[config.mk]
export PLATFORM = sky130hd
export DESIGN_NAME = cbm_front
export DESIGN_NICKNAME = d
export VERILOG_FILES = /design/src/rtl/cbm_pkg.sv /design/src/rtl/cbm_front.sv
export SDC_FILE = /design/constraint.sdc
export NUM_CORES = 1
export LEC_CHECK = 0
export BUFFER_PORTS_ARGS = -buffer_cell sky130_fd_sc_hd__buf_2
export CAP_MARGIN = 0
export CORE_ASPECT_RATIO = 0.5
export CORE_MARGIN = 10
export CORE_UTILIZATION = 45
export DETAILED_ROUTE_END_ITERATION = 16
export GPL_TIMING_DRIVEN = 1
export MAX_ROUTING_LAYER = met4
export PLACE_DENSITY = 0.8
export SYNTH_ARGS = -nofsm -noshare
export SYNTH_HDL_FRONTEND = slang
export SYNTH_SLANG_ARGS = --single-unit
[constraint.sdc]
create_clock -name vclk -period 3.91
set_input_delay 0.1955 -clock vclk [all_inputs]
set_output_delay 0.1955 -clock vclk [all_outputs]
set_load 0.01 [all_outputs]
[src/rtl/cbm_pkg.sv]
// ----------------------------------------------------------------------------
// cbm_pkg
// Shared types and constants of the cartridge bank mapper.
// ----------------------------------------------------------------------------
package cbm_pkg;

    // default store geometry
    localparam int DEF_STORE_BANKS    = 16;
    localparam int DEF_RAM_BANK_BYTES = 8192;

    // depth of the queue between front and back
    localparam int Q_DEPTH = 2;

    // control window layout, offsets from the start of the control window
    localparam logic [31:0] CTRL_SPAN    = 32'h6000;
    localparam logic [15:0] CTRL_ROM_LO  = 16'h2000;
    localparam logic [15:0] CTRL_ROM_HI  = 16'h3000;
    localparam logic [15:0] CTRL_RAM_SEL = 16'h4000;
    localparam logic [3:0]  RAM_EN_KEY   = 4'hA;

    localparam logic [24:0] OFFSET_LIMIT = 25'h80_0000;
    localparam logic [7:0]  FILL_BYTE    = 8'hFF;
    localparam logic [8:0]  ROM_BANK_RST = 9'd1;

    // configuration register indexes
    localparam logic [2:0] CFG_CTL_FIRST        = 3'd0;
    localparam logic [2:0] CFG_ROM_WINDOW_FIRST = 3'd1;
    localparam logic [2:0] CFG_ROM_BANK_LEN     = 3'd2;
    localparam logic [2:0] CFG_ROM_IMAGE_SIZE   = 3'd3;
    localparam logic [2:0] CFG_RAM_WINDOW_FIRST = 3'd4;
    localparam logic [2:0] CFG_RAM_BANK_LEN     = 3'd5;
    localparam logic [2:0] CFG_RAM_BANK_COUNT   = 3'd6;

    typedef enum logic [1:0] {
        CMD_ROM_RD  = 2'd0,
        CMD_CTRL_WR = 2'd1,
        CMD_RAM_RD  = 2'd2,
        CMD_RAM_WR  = 2'd3
    } t_cmd;

    typedef struct packed {
        t_cmd        cmd;
        logic [31:0] bus_address;
        logic [7:0]  write_byte;
    } t_req;

    typedef struct packed {
        logic        status;
        logic [7:0]  read_byte;
        logic        rom_fetch;
        logic [22:0] rom_offset;
    } t_rsp;

    typedef struct packed {
        logic [31:0] ctl_first;
        logic [31:0] rom_window_first;
        logic [14:0] rom_bank_len;
        logic [23:0] rom_image_size;
        logic [31:0] ram_window_first;
        logic [13:0] ram_bank_len;
        logic [4:0]  ram_bank_count;
    } t_cfg;

    // request class decided by the front
    typedef enum logic [3:0] {
        K_ROM_FIX,
        K_ROM_BANK,
        K_ROM_BAD,
        K_CTL_EN,
        K_CTL_BLO,
        K_CTL_BHI,
        K_CTL_RAMB,
        K_CTL_BAD,
        K_RAM_RD,
        K_RAM_WR,
        K_RD_BAD,
        K_WR_BAD
    } t_kind;

    typedef struct packed {
        t_kind       kind;
        logic [15:0] rel;
        logic [7:0]  wbyte;
    } t_job;

endpackage

[src/rtl/cbm_front.sv]
// ----------------------------------------------------------------------------
// cbm_front
// Accepts requests and classifies them against the configured windows.
// ----------------------------------------------------------------------------
module cbm_front
    import cbm_pkg::*;
(
    input  logic i_in_valid,
    output logic o_in_ready,
    input  t_req i_in_req,
    input  t_cfg i_cfg,
    input  logic i_q_full,
    input  logic i_clearing,
    output logic o_push,
    output t_job o_job
);

    logic [32:0] w_rom_rel;
    logic [32:0] w_ctl_rel;
    logic [32:0] w_ram_rel;
    logic [15:0] w_rom_span;
    logic [15:0] w_rom_hi_rel;
    logic        w_rom_in;
    logic        w_rom_hi;
    logic        w_ctl_in;
    logic        w_ram_in;

    assign w_rom_rel = {1'b0, i_in_req.bus_address} - {1'b0, i_cfg.rom_window_first};
    assign w_ctl_rel = {1'b0, i_in_req.bus_address} - {1'b0, i_cfg.ctl_first};
    assign w_ram_rel = {1'b0, i_in_req.bus_address} - {1'b0, i_cfg.ram_window_first};

    // top bit set means the address lies below the window
    assign w_rom_span   = {i_cfg.rom_bank_len, 1'b0};
    assign w_rom_in     = !w_rom_rel[32] && (w_rom_rel[31:0] < {16'b0, w_rom_span});
    assign w_rom_hi     = w_rom_rel[15:0] >= {1'b0, i_cfg.rom_bank_len};
    assign w_rom_hi_rel = w_rom_rel[15:0] - {1'b0, i_cfg.rom_bank_len};
    assign w_ctl_in     = !w_ctl_rel[32] && (w_ctl_rel[31:0] < CTRL_SPAN);
    assign w_ram_in     = !w_ram_rel[32] && (w_ram_rel[31:0] < {18'b0, i_cfg.ram_bank_len});

    assign o_in_ready = !i_q_full && !i_clearing;
    assign o_push     = i_in_valid && o_in_ready;

    always_comb begin
        o_job.wbyte = i_in_req.write_byte;
        o_job.rel   = 16'b0;
        o_job.kind  = K_CTL_BAD;
        case (i_in_req.cmd)
            CMD_ROM_RD: begin
                if (!w_rom_in) begin
                    o_job.kind = K_ROM_BAD;
                end else if (w_rom_hi) begin
                    o_job.kind = K_ROM_BANK;
                    o_job.rel  = w_rom_hi_rel;
                end else begin
                    o_job.kind = K_ROM_FIX;
                    o_job.rel  = w_rom_rel[15:0];
                end
            end
            CMD_CTRL_WR: begin
                if (!w_ctl_in) begin
                    o_job.kind = K_CTL_BAD;
                end else if (w_ctl_rel[15:0] < CTRL_ROM_LO) begin
                    o_job.kind = K_CTL_EN;
                end else if (w_ctl_rel[15:0] < CTRL_ROM_HI) begin
                    o_job.kind = K_CTL_BLO;
                end else if (w_ctl_rel[15:0] < CTRL_RAM_SEL) begin
                    o_job.kind = K_CTL_BHI;
                end else begin
                    o_job.kind = K_CTL_RAMB;
                end
            end
            CMD_RAM_RD: begin
                o_job.kind = w_ram_in ? K_RAM_RD : K_RD_BAD;
                o_job.rel  = w_ram_rel[15:0];
            end
            CMD_RAM_WR: begin
                o_job.kind = w_ram_in ? K_RAM_WR : K_WR_BAD;
                o_job.rel  = w_ram_rel[15:0];
            end
            default: begin
                o_job.kind = K_CTL_BAD;
            end
        endcase
    end

endmodule

==> results.txt <==
Status = complete, but fails checks
Failing checks = negative setup slack
Antenna violations before repair = 0
Router iterations before antenna repair = 6
Post-layout nets = 1,834
Routed length per instance = 19.11 um
Layout cells sized above 1 = 32.69%
GRT Util Overall = 27.77%
Gp weighted congestion = 1.028
Setup TNS Final = -5.986 ns
CTS Hold Buffers Added = 0
FP Rows = 33
Final Critical Period = 4.452 ns
Global-route wire length before repair = 51,450 um
Leak = 5.555 nW
Logic pwr share = 100.0%
Area growth, synth to finish = 40.01%
# diodes = 0
Achievable Freq = 224.6 MHz
Vias in the first global route = 9,932
RSZ-0062 raised after global routing = true
Initial core utilization = 46.37%
Final Power = 2.366 mW
PnR worst setup slack = -0.5416 ns
Worst setup startpoint = i_cfg[20]
Actual transition at the worst max-transition pin = 0.8473 ns
Switching share of power = 54.07%
VDD IR max = 0.1349 mV
Power density over the cells = 220.7 nW/um2
Synth warn = 0
Die Y = 112.2 um
Syn Inst Count = 1,145
Core ar. = 16,520 um2
Slew Viols, Final = 0
DRT Wirelength = 32,860 um
Final setup vio count = 18
Ports = 229
Commonest non-fill, non-tap cells in the layout = buf_4, buf_2, inv_1, ha_1, a21oi_1
Critical Path RT = 3.71 ns
Post-synth cell types = 83
Fin. Hold Viols = 0
Setup crit start kind = input port
Vias per cell = 5.863
Antenna Nets Post-Route = 0
Seq pwr share = 0%
Register Area = 0 um2
Post-synth net total = 1,484
Largest net degree at the start of global routing = 27
Commonest non-fill, non-tap cell in the layout = buf_4
Hold path startpoint = i_in_req[0]
Fill cells = 1,458
Post-DP HPWL = 28,450 um
Crit-path max FO = 2
Switch Pwr = 1.279 mW
Synth Area per Inst = 6.689 um2
Initial DRC count = 847
Port-buffer cells = 184
Seq_cells = 0
Slew HR = 43.52%
Multi-input logic area = 7209 um2
Final period utilization = 113.9%
Total number of vias = 10,090
Seq/Total Area, Yosys = 0%
Clk pwr share = 0%
Synthesized area = 7659 um2
MaxCap Viol Count = 0
Final-layout clock buffer total = 0
DRC = 0
Internal Power = 1.087 mW
Total gr overflow = 0
Die width = 204.5 um
Hold Crit Class = in -> out
Die area = 22,950 um2
Critical Path End Type = primary output
Critical Path AT = 4.26 ns
Type of the worst setup path = in -> out
area by class of cell:
type	count	area share, %
inverter	154	5.508
multi-input combinational	947	67.23
tap	227	2.649
timing repair buffer	392	24.61
Yosys cell counts, types with 10 or more instances:
master / instances / area share, %
a211oi_1: 15 / 1.5
a21o_1: 30 / 2.9
a21oi_1: 105 / 6.9
a31oi_1: 18 / 1.5
and2_1: 10 / 0.82
buf_4: 12 / 1.2
clkbuf_1: 19 / 0.93
ha_1: 137 / 22
inv_1: 154 / 7.5
nand2_1: 95 / 4.7
nand2b_1: 24 / 2.0
nand3_1: 22 / 1.4
nand4_1: 30 / 2.5
nor2_1: 79 / 3.9
nor2b_1: 11 / 0.90
nor3_1: 21 / 1.4
o211ai_1: 16 / 1.6
o21a_1: 23 / 2.3
o21ai_0: 65 / 4.2
o21bai_1: 14 / 1.4
xnor2_1: 32 / 3.7
xor2_1: 21 / 2.4
repair_timing:
item                                    in CTS  in global routing
endpoints found under the setup margin      18                 19
buffers inserted                             6                  5
resized for setup                           68                 19
cloned                                       1                  0
pin swaps                                   48                  3
final timing paths:
| kind | end | slack, ns | cells past startpoint |
|---|---|---|---|
| worst min-delay path | o_job[0] | 0.39 | 0 |
| worst max-delay path | o_job[25] | -0.54 | 19 |
per-stage QoR:
step                      util (%)  cells  hold WS, ns  worst slack [ns]  cell area [um2]
after floorplan                  -   1145       0.4385          -0.01710             7751
after global placement       61.73   1709       0.3911           -0.5490            10200
after detailed placement     61.73   1709       0.3911           -0.9600            10200
after CTS                    64.11   1715       0.3911           -0.4794            10590
after global routing         64.92   1720       0.3910           -0.6682            10720
final                        64.92   1720       0.3910           -0.5416            10720
cells by family after synthesis:
kind of cell    Yosys count  share of synthesized area [%]
xor+xnor                 53                          6.061
compound gates          393                          35.01
fa+ha+maj               140                          23.17
buf+inv                 198                          10.99
mux                      13                          1.781
simple gates            348                          22.99
per-layer routing:
layer	routed length, um	vias up	part of all wire, %	track usage [%]
met2	13770	459	42	41.45
li1	-	4873	-	-
met5	0	-	0	-
met1	15310	4705	47	37.46
met3	2996	48	9.1	5.712
met4	794	0	2.4	6.278
power groups by stage:
stage          logic (mW)  clock network [mW]  registers [mW]
3_3_place_gp         2.15                   0               0
5_1_grt              2.58                   0               0
6_report             2.37                   0               0
3_5_place_dp         2.18                   0               0
2_1_floorplan        1.34                   0               0
4_1_cts              2.28                   0               0
worst max-delay path, stage by stage:
cell and delay [ns]:
buf_8 0.10, inv_4 0.05, ha_4 0.19, nor2b_4 0.12
o31a_1 0.29, o311a_1 0.41, or3_4 0.35, xor2_2 0.16
ha_1 0.33, a221oi_2 0.25, nor4b_4 0.27, nand4_1 0.13
nor4_2 0.23, o31ai_2 0.12, nor4_2 0.33, nand3_1 0.14
nor4_2 0.28, a221oi_2 0.13, buf_2 0.18
(Power assumes the default switching activity.)
