<file path="config.mk">
export PLATFORM = sky130hd
export DESIGN_NAME = cbm_queue
export DESIGN_NICKNAME = d
export VERILOG_FILES = /design/src/rtl/cbm_pkg.sv /design/src/rtl/cbm_queue.sv
export SDC_FILE = /design/constraint.sdc
export NUM_CORES = 1
export LEC_CHECK = 0
export BUFFER_PORTS_ARGS = -buffer_cell sky130_fd_sc_hd__buf_4
export CAP_MARGIN = 20
export CORE_MARGIN = 2
export CORE_UTILIZATION = 40
export DETAILED_ROUTE_END_ITERATION = 10
export PLACE_DENSITY = 0.69
export RECOVER_POWER = 100
export SYNTH_ARGS = -nofsm -noshare
export SYNTH_HDL_FRONTEND = slang
export SYNTH_SLANG_ARGS = --single-unit
</file>
<file path="constraint.sdc">
create_clock -name i_clk -period 1.81 [get_ports i_clk]
set_clock_uncertainty 0.1 [all_clocks]
set_input_delay 0.181 -clock i_clk [delete_from_list [all_inputs] [get_ports i_clk]]
set_output_delay 0.181 -clock i_clk [all_outputs]
set_load 0.005 [all_outputs]
</file>
<file path="src/rtl/cbm_pkg.sv">
// ----------------------------------------------------------------------------
// cbm_pkg
// Shared types and constants of the cartridge bank mapper.
// ----------------------------------------------------------------------------
package cbm_pkg;

    // default store geometry
    localparam int DEF_STORE_BANKS    = 16;
    localparam int DEF_RAM_BANK_BYTES = 8192;

    // depth of the queue between front and back
    localparam int Q_DEPTH = 2;

    // control window layout, offsets from the start of the control window
    localparam logic [31:0] CTRL_SPAN    = 32'h6000;
    localparam logic [15:0] CTRL_ROM_LO  = 16'h2000;
    localparam logic [15:0] CTRL_ROM_HI  = 16'h3000;
    localparam logic [15:0] CTRL_RAM_SEL = 16'h4000;
    localparam logic [3:0]  RAM_EN_KEY   = 4'hA;

    localparam logic [24:0] OFFSET_LIMIT = 25'h80_0000;
    localparam logic [7:0]  FILL_BYTE    = 8'hFF;
    localparam logic [8:0]  ROM_BANK_RST = 9'd1;

    // configuration register indexes
    localparam logic [2:0] CFG_CTL_FIRST        = 3'd0;
    localparam logic [2:0] CFG_ROM_WINDOW_FIRST = 3'd1;
    localparam logic [2:0] CFG_ROM_BANK_LEN     = 3'd2;
    localparam logic [2:0] CFG_ROM_IMAGE_SIZE   = 3'd3;
    localparam logic [2:0] CFG_RAM_WINDOW_FIRST = 3'd4;
    localparam logic [2:0] CFG_RAM_BANK_LEN     = 3'd5;
    localparam logic [2:0] CFG_RAM_BANK_COUNT   = 3'd6;

    typedef enum logic [1:0] {
        CMD_ROM_RD  = 2'd0,
        CMD_CTRL_WR = 2'd1,
        CMD_RAM_RD  = 2'd2,
        CMD_RAM_WR  = 2'd3
    } t_cmd;

    typedef struct packed {
        t_cmd        cmd;
        logic [31:0] bus_address;
        logic [7:0]  write_byte;
    } t_req;

    typedef struct packed {
        logic        status;
        logic [7:0]  read_byte;
        logic        rom_fetch;
        logic [22:0] rom_offset;
    } t_rsp;

    typedef struct packed {
        logic [31:0] ctl_first;
        logic [31:0] rom_window_first;
        logic [14:0] rom_bank_len;
        logic [23:0] rom_image_size;
        logic [31:0] ram_window_first;
        logic [13:0] ram_bank_len;
        logic [4:0]  ram_bank_count;
    } t_cfg;

    // request class decided by the front
    typedef enum logic [3:0] {
        K_ROM_FIX,
        K_ROM_BANK,
        K_ROM_BAD,
        K_CTL_EN,
        K_CTL_BLO,
        K_CTL_BHI,
        K_CTL_RAMB,
        K_CTL_BAD,
        K_RAM_RD,
        K_RAM_WR,
        K_RD_BAD,
        K_WR_BAD
    } t_kind;

    typedef struct packed {
        t_kind       kind;
        logic [15:0] rel;
        logic [7:0]  wbyte;
    } t_job;

endpackage

</file>
<file path="src/rtl/cbm_queue.sv">
// ----------------------------------------------------------------------------
// cbm_queue
// Short queue of classified requests between front and back.
// ----------------------------------------------------------------------------
module cbm_queue
    import cbm_pkg::*;
(
    input  logic i_clk,
    input  logic i_rst_n,
    input  logic i_push,
    input  t_job i_job,
    input  logic i_pop,
    output t_job o_job,
    output logic o_full,
    output logic o_empty
);

    localparam int PW = (Q_DEPTH > 1) ? $clog2(Q_DEPTH) : 1;
    localparam int CW = $clog2(Q_DEPTH + 1);

    t_job          r_slot [Q_DEPTH];
    logic [PW-1:0] r_wr_ptr;
    logic [PW-1:0] r_rd_ptr;
    logic [CW-1:0] r_count;

    assign o_full  = r_count == CW'(Q_DEPTH);
    assign o_empty = r_count == '0;
    assign o_job   = r_slot[r_rd_ptr];

    always_ff @(posedge i_clk) begin
        if (i_push && !o_full) begin
            r_slot[r_wr_ptr] <= i_job;
        end
    end

    always_ff @(posedge i_clk) begin
        if (!i_rst_n) begin
            r_wr_ptr <= '0;
            r_rd_ptr <= '0;
            r_count  <= '0;
        end else begin
            if (i_push && !o_full) begin
                r_wr_ptr <= (r_wr_ptr == PW'(Q_DEPTH - 1)) ? '0 : r_wr_ptr + 1'b1;
            end
            if (i_pop && !o_empty) begin
                r_rd_ptr <= (r_rd_ptr == PW'(Q_DEPTH - 1)) ? '0 : r_rd_ptr + 1'b1;
            end
            case ({i_push && !o_full, i_pop && !o_empty})
                2'b10:   r_count <= r_count + 1'b1;
                2'b01:   r_count <= r_count - 1'b1;
                default: r_count <= r_count;
            endcase
        end
    end

endmodule

</file>
==> results_dict.tcl, run 1 <==
set metrics [dict create \
    outcome "completed" \
    clkTransAtPathRegs_ns 0.06 \
    post_cts_buffers 0 \
    routed.top_layer "met4" \
    syn_area_um2 2250 \
    n_fill_cell 425 \
    endpoint_kind "output pin" \
    grt_antenna_before_repair 0 \
    critPathMaxStageDelay_ns 0.38 \
    clock_latency_ns 0.32 \
    tritoncts "built" \
    startpoint_type "flop" \
    setup_violations 0 \
    hold_buffers 29 \
    synth_edf_count 56 \
    path_cells "buf_4, mux2_1, buf_4" \
    max-cap-violations 0 \
    async_reset_ff_share_pct 0 \
    yosysSeqAreaShare_pct 79.2 \
    min_path_type "input port to flop" \
    drtPass1Iterations 4 \
    ant_nets 0 \
    worstPathRequired_ns 1.53 \
    dieArea_um2 6240 \
    tightest_slew_ns 0.398 \
    wl_per_cell_um 13.9 \
    synth_top_area_share_pct 74.8 \
    wl_met2_mm 2.24 \
    crit_type "flop to output pin" \
    die_h_um 79.0 \
    initialDrtViolationCount 64 \
    min_period_ns 1.69 \
    start_util_pct 41.1 \
    p_total_w 0.00426 \
    critPathArrivalTime_ns 1.41 \
    syn_avg_cell_area_um2 19.9 \
    die_x_um 79.0 \
    cp_slowest_cell "mux2_1" \
    routed_wl_mm 4.08 \
    syn2layout_area_growth_pct 47.0 \
    drive_above_1_share_pct 45.5 \
    drc 0 \
    dp_slack_ns 0.129 \
    post-route-util_pct 60.4 \
    place_hpwl_mm 2.73 \
    cts_resized 0 \
    wl_met3_um 252 \
    slew_violations 0 \
    grt_overflow 0 \
    grt_pass1_wl_mm 6.57 \
    netlist_top_cells_area "edfxtp_1 75%, mux2_2 14%, dfxtp_1 4.5%" \
    wl_met1_mm 1.54 \
    cts-root-buf "clkbuf_8" \
    ys_ff_latch 61 \
    post-synth-top-count-cell "edfxtp_1" \
    gp_congestion 0.653 \
    first_global_vias 1466 \
    synth.distinct_cells 18 \
    rsz0062_at_grt "false" \
    rows 27 \
    io_pins 62 \
    synth_nets 146 \
    clk_path_buf_depth 2 \
    hold_viol 0 \
    yosysTopAreaCell "edfxtp_1" \
    fmaxAchievable_mhz 590 \
    ys_top_cells_by_count "56 x edfxtp_1, 28 x mux2_2, 5 x dfxtp_1, 3 x buf_2, 3 x xnor2_1" \
    coreArea_um2 5470 \
    vias 1327 \
    synth_cells 113 \
    h-tree-depth 3 \
    cts_made_buffers 9 \
    setup_slack_ns 0.116 \
    powerDensity_nw_per_um2 1290 \
    synth_top_flop_cell "edfxtp_1" \
    post-route-period-util_pct 93.6 \
    fin_nets 250 \
    stdcell_count 294 \
    cp_common_cell "buf_4" \
    placed_cells 249 \
    grt_max_degree 22 \
    leakage_nw 1.24 \
    slew_headroom_pct 73.5 \
    num_antenna_cells 0 \
    cts_sinks 61 \
    yosys_warnings 0 \
    track_usage_pct 14.7 \
    max-vdd-ir-drop_mv 0.810 \
    critPathMaxFanout 15 \
    portBuffers 61 \
    vias_per_cell 4.51 \
    tns_ns 0 \
]
## sequential cells by signal, indices dropped and copies added, names as in the netlist, named ones only
name,flops
r_wr_ptr,1
r_count,2
r_rd_ptr,1
r_slot,56
## logic make-up after synthesis
| logic type | share of synthesized area [%] |
|---|---|
| flip-flops | 79.2 |
| multiplexers | 14.0 |
| AND/OR/NAND/NOR | 2.39 |
| buffers and inverters | 1.17 |
| AO/OA/AOI/OAI | 1.45 |
| XOR/XNOR | 1.17 |
| adder cells (fa/ha/maj) | 0.556 |
## through the flow
| step | hold WS, ns | cell area [um^2] |
|---|---|---|
| after global routing | 0.191 | 3310 |
| after detailed placement | 0.269 | 2840 |
| after global placement | 0.268 | 2840 |
| after CTS | 0.139 | 3340 |
| after floorplan | 0.180 | 2250 |
| final | 0.158 | 3310 |
## critical path: cells and delay by family (launching register included)
family                 cells  cell delay (ns)
buffers and inverters      2             0.39
DFF                        1             0.33
muxes                      1             0.38
## cell type report
class	count	area (um^2)	share of cell area (%)
Clock buffer	9	124	3.75
Sequential cell	61	1780	53.9
Multi-Input combinational cell	46	440	13.3
Clock inverter	7	80.1	2.42
Timing Repair Buffer	96	774	23.4
Tap cell	72	90.1	2.73
Inverter	3	15.0	0.454
## routing by layer
metal | vias to the layer above | global-route usage (%)
met5 | - | 0
met4 | 0 | 7.24
met3 | 4 | 6.82
met2 | 42 | 25.3
met1 | 639 | 14.9
li1 | 642 | -
## cell usage in the layout, fill, tap and decap left out, drive strengths merged
cell / instances
a21boi: 2
and2: 1
and3: 1
buf: 10
bufinv: 2
clkbuf: 66
clkinv: 5
clkinvlp: 1
dfxtp: 5
dlygate4sd3: 29
edfxtp: 56
ha: 1
inv: 2
mux2: 28
nand2: 1
nand2b: 1
nor2: 1
nor2b: 2
o21a: 1
o21ai: 2
or3: 2
xnor2: 3
## report_power, final
| group | leakage [nW] | internal, W | switching, W |
|---|---|---|---|
| registers | 0.565 | 0.00179 | 0.0000762 |
| logic | 0.573 | 0.000691 | 0.000486 |
| clock network | 0.103 | 0.000753 | 0.000471 |
## worst paths after layout
check | start | endpoint | slack (ns) | cells past startpoint
worst min-delay path | i_push | r_wr_ptr$_SDFFE_PN0P_ | 0.16 | 4
worst min register to register | r_wr_ptr$_SDFFE_PN0P_ | r_wr_ptr$_SDFFE_PN0P_ | 0.40 | 2
worst max-delay path | flop | o_job[27] | 0.12 | 3
worst max register to register | r_count[0]$_SDFFE_PN0P_ | r_slot[0][13]$_DFFE_PP_ | 0.12 | 5
Power figures use the tool's default switching activity.
==> run 2: changes to the inputs <==
- PLACE_DENSITY: 0.69 -> 0.67
- clock period: 1.81 -> 1.66 ns (I/O delays scaled with it)
==> run 2 against run 1 <==
Effect of this change:
- wire length hardly changed
- non-clock buffer count is 1 higher
- flip-flop and latch count stayed put
==> results_dict.tcl, run 2 (synthesis gave the netlist of run 1 again) <==
set metrics [dict create \
    outcome "completed" \
    rsz0062_at_grt "true" \
    final_common_cell "edfxtp_1" \
    path_cells "buf_12, mux2_2, buf_4" \
    h-tree-depth 3 \
    stdcell_count 295 \
    num_antenna_cells 0 \
    first_global_vias 1365 \
    place_hpwl_mm 2.71 \
    slew_headroom_pct 69.7 \
    routed_wl_mm 4.09 \
    hold_viol 0 \
    fin_nets 251 \
    top_register "r_slot" \
    critPathArrivalTime_ns 1.35 \
    powerDensity_nw_per_um2 1400 \
    rows 27 \
    min_period_ns 1.62 \
    setup_violations 0 \
    vias 1348 \
    endpoint_kind "output pin" \
    worstPathRequired_ns 1.39 \
    cts_made_buffers 9 \
    hp-start "i_push" \
    drc 0 \
    leakage_nw 1.25 \
    tritoncts "built" \
    vias_per_cell 4.57 \
    drtPass1Iterations 4 \
    top_regs "r_slot: 56 flops, r_count: 2 flops" \
    largest_reg_flops 56 \
    cts-root-buf "clkbuf_8" \
    drive_above_1_share_pct 47.5 \
    ant_nets 0 \
    critPathMaxStageDelay_ns 0.36 \
    cp_slowest_cell "dfxtp_2" \
    path_delay_family "flip-flops" \
    grt_antenna_before_repair 0 \
    tightest_slew_ns 0.455 \
    grt_pass1_wl_mm 6.28 \
    max-cap-violations 0 \
    tns_ns 0 \
    cts_sinks 61 \
    final_cell_mix "56 x edfxtp_1, 33 x buf_4, 29 x dlygate4sd3_1" \
    critPathMaxFanout 19 \
    track_usage_pct 14.0 \
    r2r_slack_ns 0.07 \
    start_util_pct 41.1 \
    grt_overflow 0 \
    grt_max_degree 20 \
    io_pins 62 \
    post-route-period-util_pct 97.4 \
    portBuffers 61 \
    coreArea_um2 5470 \
    clkTransAtPathRegs_ns 0.06 \
    max-vdd-ir-drop_mv 0.778 \
    clock_latency_ns 0.32 \
    dieArea_um2 6240 \
    rr_startpoint "r_count[0]$_SDFFE_PN0P_" \
    gp_congestion 0.659 \
    die_x_um 79.0 \
    startpoint_type "flop" \
    initialDrtViolationCount 57 \
    syn2layout_area_growth_pct 47.3 \
    die_h_um 79.0 \
    cp_num_buf_inv 2 \
    placed_cells 250 \
    post_cts_buffers 0 \
    min_path_type "input port to flop" \
    crit_type "flop to output pin" \
    wl_per_cell_um 13.9 \
    fmaxAchievable_mhz 619 \
    clk_path_buf_depth 2 \
    slew_violations 0 \
]
-- run 2: cell types whose count changed in the layout (fill, tap and decap cells not counted), sizes merged --
cell | before | now
buf | 10 | 36
clkinv | 5 | 2
clkbuf | 66 | 45
bufinv | 2 | 1
-- run 2: metrics by stage --
stage	worst slack (ns)	power (W)	instance area [um^2]	utilization, %	hold WS, ns
6_report	0.0438	0.00465	3310	60.5	0.136
5_1_grt	-0.00209	0.00489	3310	60.5	0.161
4_1_cts	0.0212	0.00472	3350	61.3	0.115
3_5_place_dp	0.0787	0.00337	2860	52.2	0.254
3_3_place_gp	0.115	0.00333	2860	52.2	0.253
2_1_floorplan	0.0203	0.00272	2260	-	0.165
-- run 2: report_power, final --
group | internal [W] | switching [W] | total, W
Combinational | 0.000820 | 0.000543 | 0.00136
Clock | 0.000728 | 0.000512 | 0.00124
Sequential | 0.00196 | 0.0000865 | 0.00204
Total | 0.00351 | 0.00114 | 0.00465
-- run 2: worst reg2reg max path, cell delays in order (launching register included) --
cell,delay (ns)
dfxtp_4,0.37
nand2b_2,0.13
inv_1,0.06
or3_4,0.35
clkinvlp_4,0.09
clkbuf_4,0.20
-- run 2: path summary, 6_finish.rpt --
path                                                 to  cells after the start
worst min register to register    r_wr_ptr$_SDFFE_PN0P_                      2
worst max-delay path                          o_job[15]                      3
worst min-delay path              r_wr_ptr$_SDFFE_PN0P_                      4
worst max register to register  r_slot[0][26]$_DFFE_PP_                      5
-- run 2: area by class of cell --
class	count	area, um^2
Multi-Input combinational cell	46	450
Tap cell	72	90.1
Clock inverter	3	38.8
Sequential cell	61	1790
Fill cell	437	2160
Timing Repair Buffer	97	782
Inverter	3	15.0
Clock buffer	13	149
-- run 2: what timing repair did --
item,CTS,global route
setup endpoints to repair,19,2
cloned,0,0
hold buffers,29,0
gates resized for setup,5,2
hold endpoints to repair,58,0
pin swaps,0,0
-- run 2: metal layers --
metal	part of all wire, %	routed length [um]	vias up	track usage [%]
li1	-	-	643	-
met1	43	1740	648	16.3
met2	48	1980	53	23.1
met3	8.0	325	4	4.77
met4	0.86	35	0	6.72
met5	0	0	-	0
==> run 3: changes to the inputs <==
- CORE_UTILIZATION: 40 -> 26
- PLACE_DENSITY: 0.67 -> 0.48
==> run 3 against run 2 <==
Effect of this change:
- cell count increased by 11%
- critical path type unchanged
- utilization decreased by 20 points
- setup slack got worse by 0.013 ns
- worst hold slack improved by 0.0053 ns
- via count decreased by 1.3%
- critical path depth unchanged
- clock power decreased by 15%
- largest cell class unchanged
- register-to-register slack about the same
- wire length increased by 10%
- sequential power about the same
- highest routed layer unchanged
- power decreased by 3.2%
==> results_dict.tcl, run 3 (synthesis gave the netlist of run 1 again) <==
set metrics [dict create \
    critPathMaxFanout 19 \
    grt_max_degree 20 \
    dieArea_um2 9410 \
    ant_nets 0 \
    dp_slack_ns 0.0615 \
    rsz0062_at_grt "true" \
    setup_slack_ns 0.0305 \
    cts-root-buf "clkbuf_8" \
    placed_cells 282 \
    io_pins 62 \
    start_util_pct 27.1 \
    slew_violations 0 \
    top_register "r_slot" \
    rows 33 \
    post-route-period-util_pct 98.2 \
    num_antenna_cells 0 \
    clock_latency_ns 0.32 \
    worstPathRequired_ns 1.39 \
    die_h_um 97.0 \
    min_period_ns 1.63 \
    crit_type "flop to output pin" \
    initialDrtViolationCount 62 \
    vias 1331 \
    coreArea_um2 8300 \
    top_regs "r_slot: 56 flops, r_count: 2 flops" \
    final_common_cell "edfxtp_1" \
    die_x_um 97.0 \
    post_cts_buffers 0 \
    outcome "completed" \
    startpoint_type "flop" \
    final_cell_mix "56 x edfxtp_1, 29 x dlygate4sd3_1, 27 x mux2_2, 27 x clkbuf_4, 23 x buf_4" \
    drive_above_1_share_pct 46.8 \
    clkTransAtPathRegs_ns 0.06 \
    largest_reg_flops 56 \
    first_global_vias 1440 \
    min_path_type "input port to flop" \
    clk_path_buf_depth 2 \
    wl_per_cell_um 13.8 \
    powerDensity_nw_per_um2 1350 \
    leakage_nw 1.22 \
    max-cap-violations 0 \
    vias_per_cell 4.07 \
    n_fill_cell 786 \
    stdcell_count 327 \
    grt_pass1_wl_mm 7.28 \
    multi_input_area_um2 463 \
    drc 0 \
    setup_violations 0 \
    track_usage_pct 10.2 \
    grt_overflow 0 \
    routed_wl_mm 4.51 \
    syn2layout_area_growth_pct 47.9 \
    max-vdd-ir-drop_mv 0.669 \
    fmaxAchievable_mhz 614 \
    fin_nets 250 \
    gp_congestion 0.714 \
    h-tree-depth 3 \
    slew_headroom_pct 70.5 \
    grt_antenna_before_repair 0 \
    portBuffers 61 \
    cts_sinks 61 \
    register_area_um2 1780 \
    tritoncts "built" \
    critPathArrivalTime_ns 1.36 \
    cts_made_buffers 9 \
    place_hpwl_mm 3.11 \
    drtPass1Iterations 4 \
    endpoint_kind "output pin" \
    hold_viol 0 \
    tightest_slew_ns 0.442 \
]
-- run 3: cell types whose count changed in the layout (fill, tap and decap cells not counted), sizes merged --
cell	change
clkinvlp	+1
clkinv	+3
buf	-9
bufinv	-1
clkbuf	+5
-- run 3: final timing paths --
path / start / to / slack (ns) / cells after the start
setup reg to reg: r_count[0]$_SDFFE_PN0P_ / r_slot[0][26]$_DFFE_PP_ / 0.07 / 5
hold / removal: i_push / r_wr_ptr$_SDFFE_PN0P_ / 0.14 / 4
setup / recovery: flop / o_job[0] / 0.03 / 3
hold reg to reg: r_wr_ptr$_SDFFE_PN0P_ / r_wr_ptr$_SDFFE_PN0P_ / 0.40 / 2
-- run 3: area by class of cell --
cell class / instances / area share [%]
Clock buffer: 10 / 3.84
Tap cell: 105 / 3.95
Timing Repair Buffer: 96 / 23.3
Sequential cell: 61 / 53.6
Clock inverter: 6 / 0.903
Multi-Input combinational cell: 46 / 13.9
Inverter: 3 / 0.451
-- run 3: power breakdown --
part           leakage, nW  switching, W  internal [W]  total [W]
clock               0.0809      0.000536      0.000522    0.00106
sequential           0.566     0.0000900       0.00195    0.00204
combinational        0.571      0.000565      0.000832    0.00140
-- run 3: critical path, stage by stage, from the launching register on --
cell and delay [ns]:
dfxtp_2 0.36, buf_12 0.18, mux2_2 0.36, buf_4 0.14
-- run 3: layer usage --
layer	share of wire (%)	up-vias	GRT usage [%]	wire (um)
met1	45	630	12.6	2040
met3	7.2	4	4.55	323
met5	0	-	0	0
met4	0.89	0	4.23	40
met2	47	51	15.5	2100
li1	-	646	-	-
-- run 3: metrics by stage --
step | hold slack [ns] | power, W | utilization (%) | setup TNS [ns] | area [um^2]
3_5_place_dp | 0.255 | 0.00347 | 35.1 | 0 | 2920
6_report | 0.141 | 0.00450 | 40.1 | 0 | 3330
4_1_cts | 0.123 | 0.00461 | 40.6 | 0 | 3370
2_1_floorplan | 0.165 | 0.00272 | - | 0 | 2260
5_1_grt | 0.145 | 0.00478 | 40.1 | -0.171 | 3330
3_3_place_gp | 0.254 | 0.00342 | 35.1 | 0 | 2920
-- run 3: what timing repair did --
item                                    CTS  global route
gates resized for setup                   3             1
endpoints found under the setup margin   28            18
hold buffers                             29             0
endpoints found under the hold margin    59             0
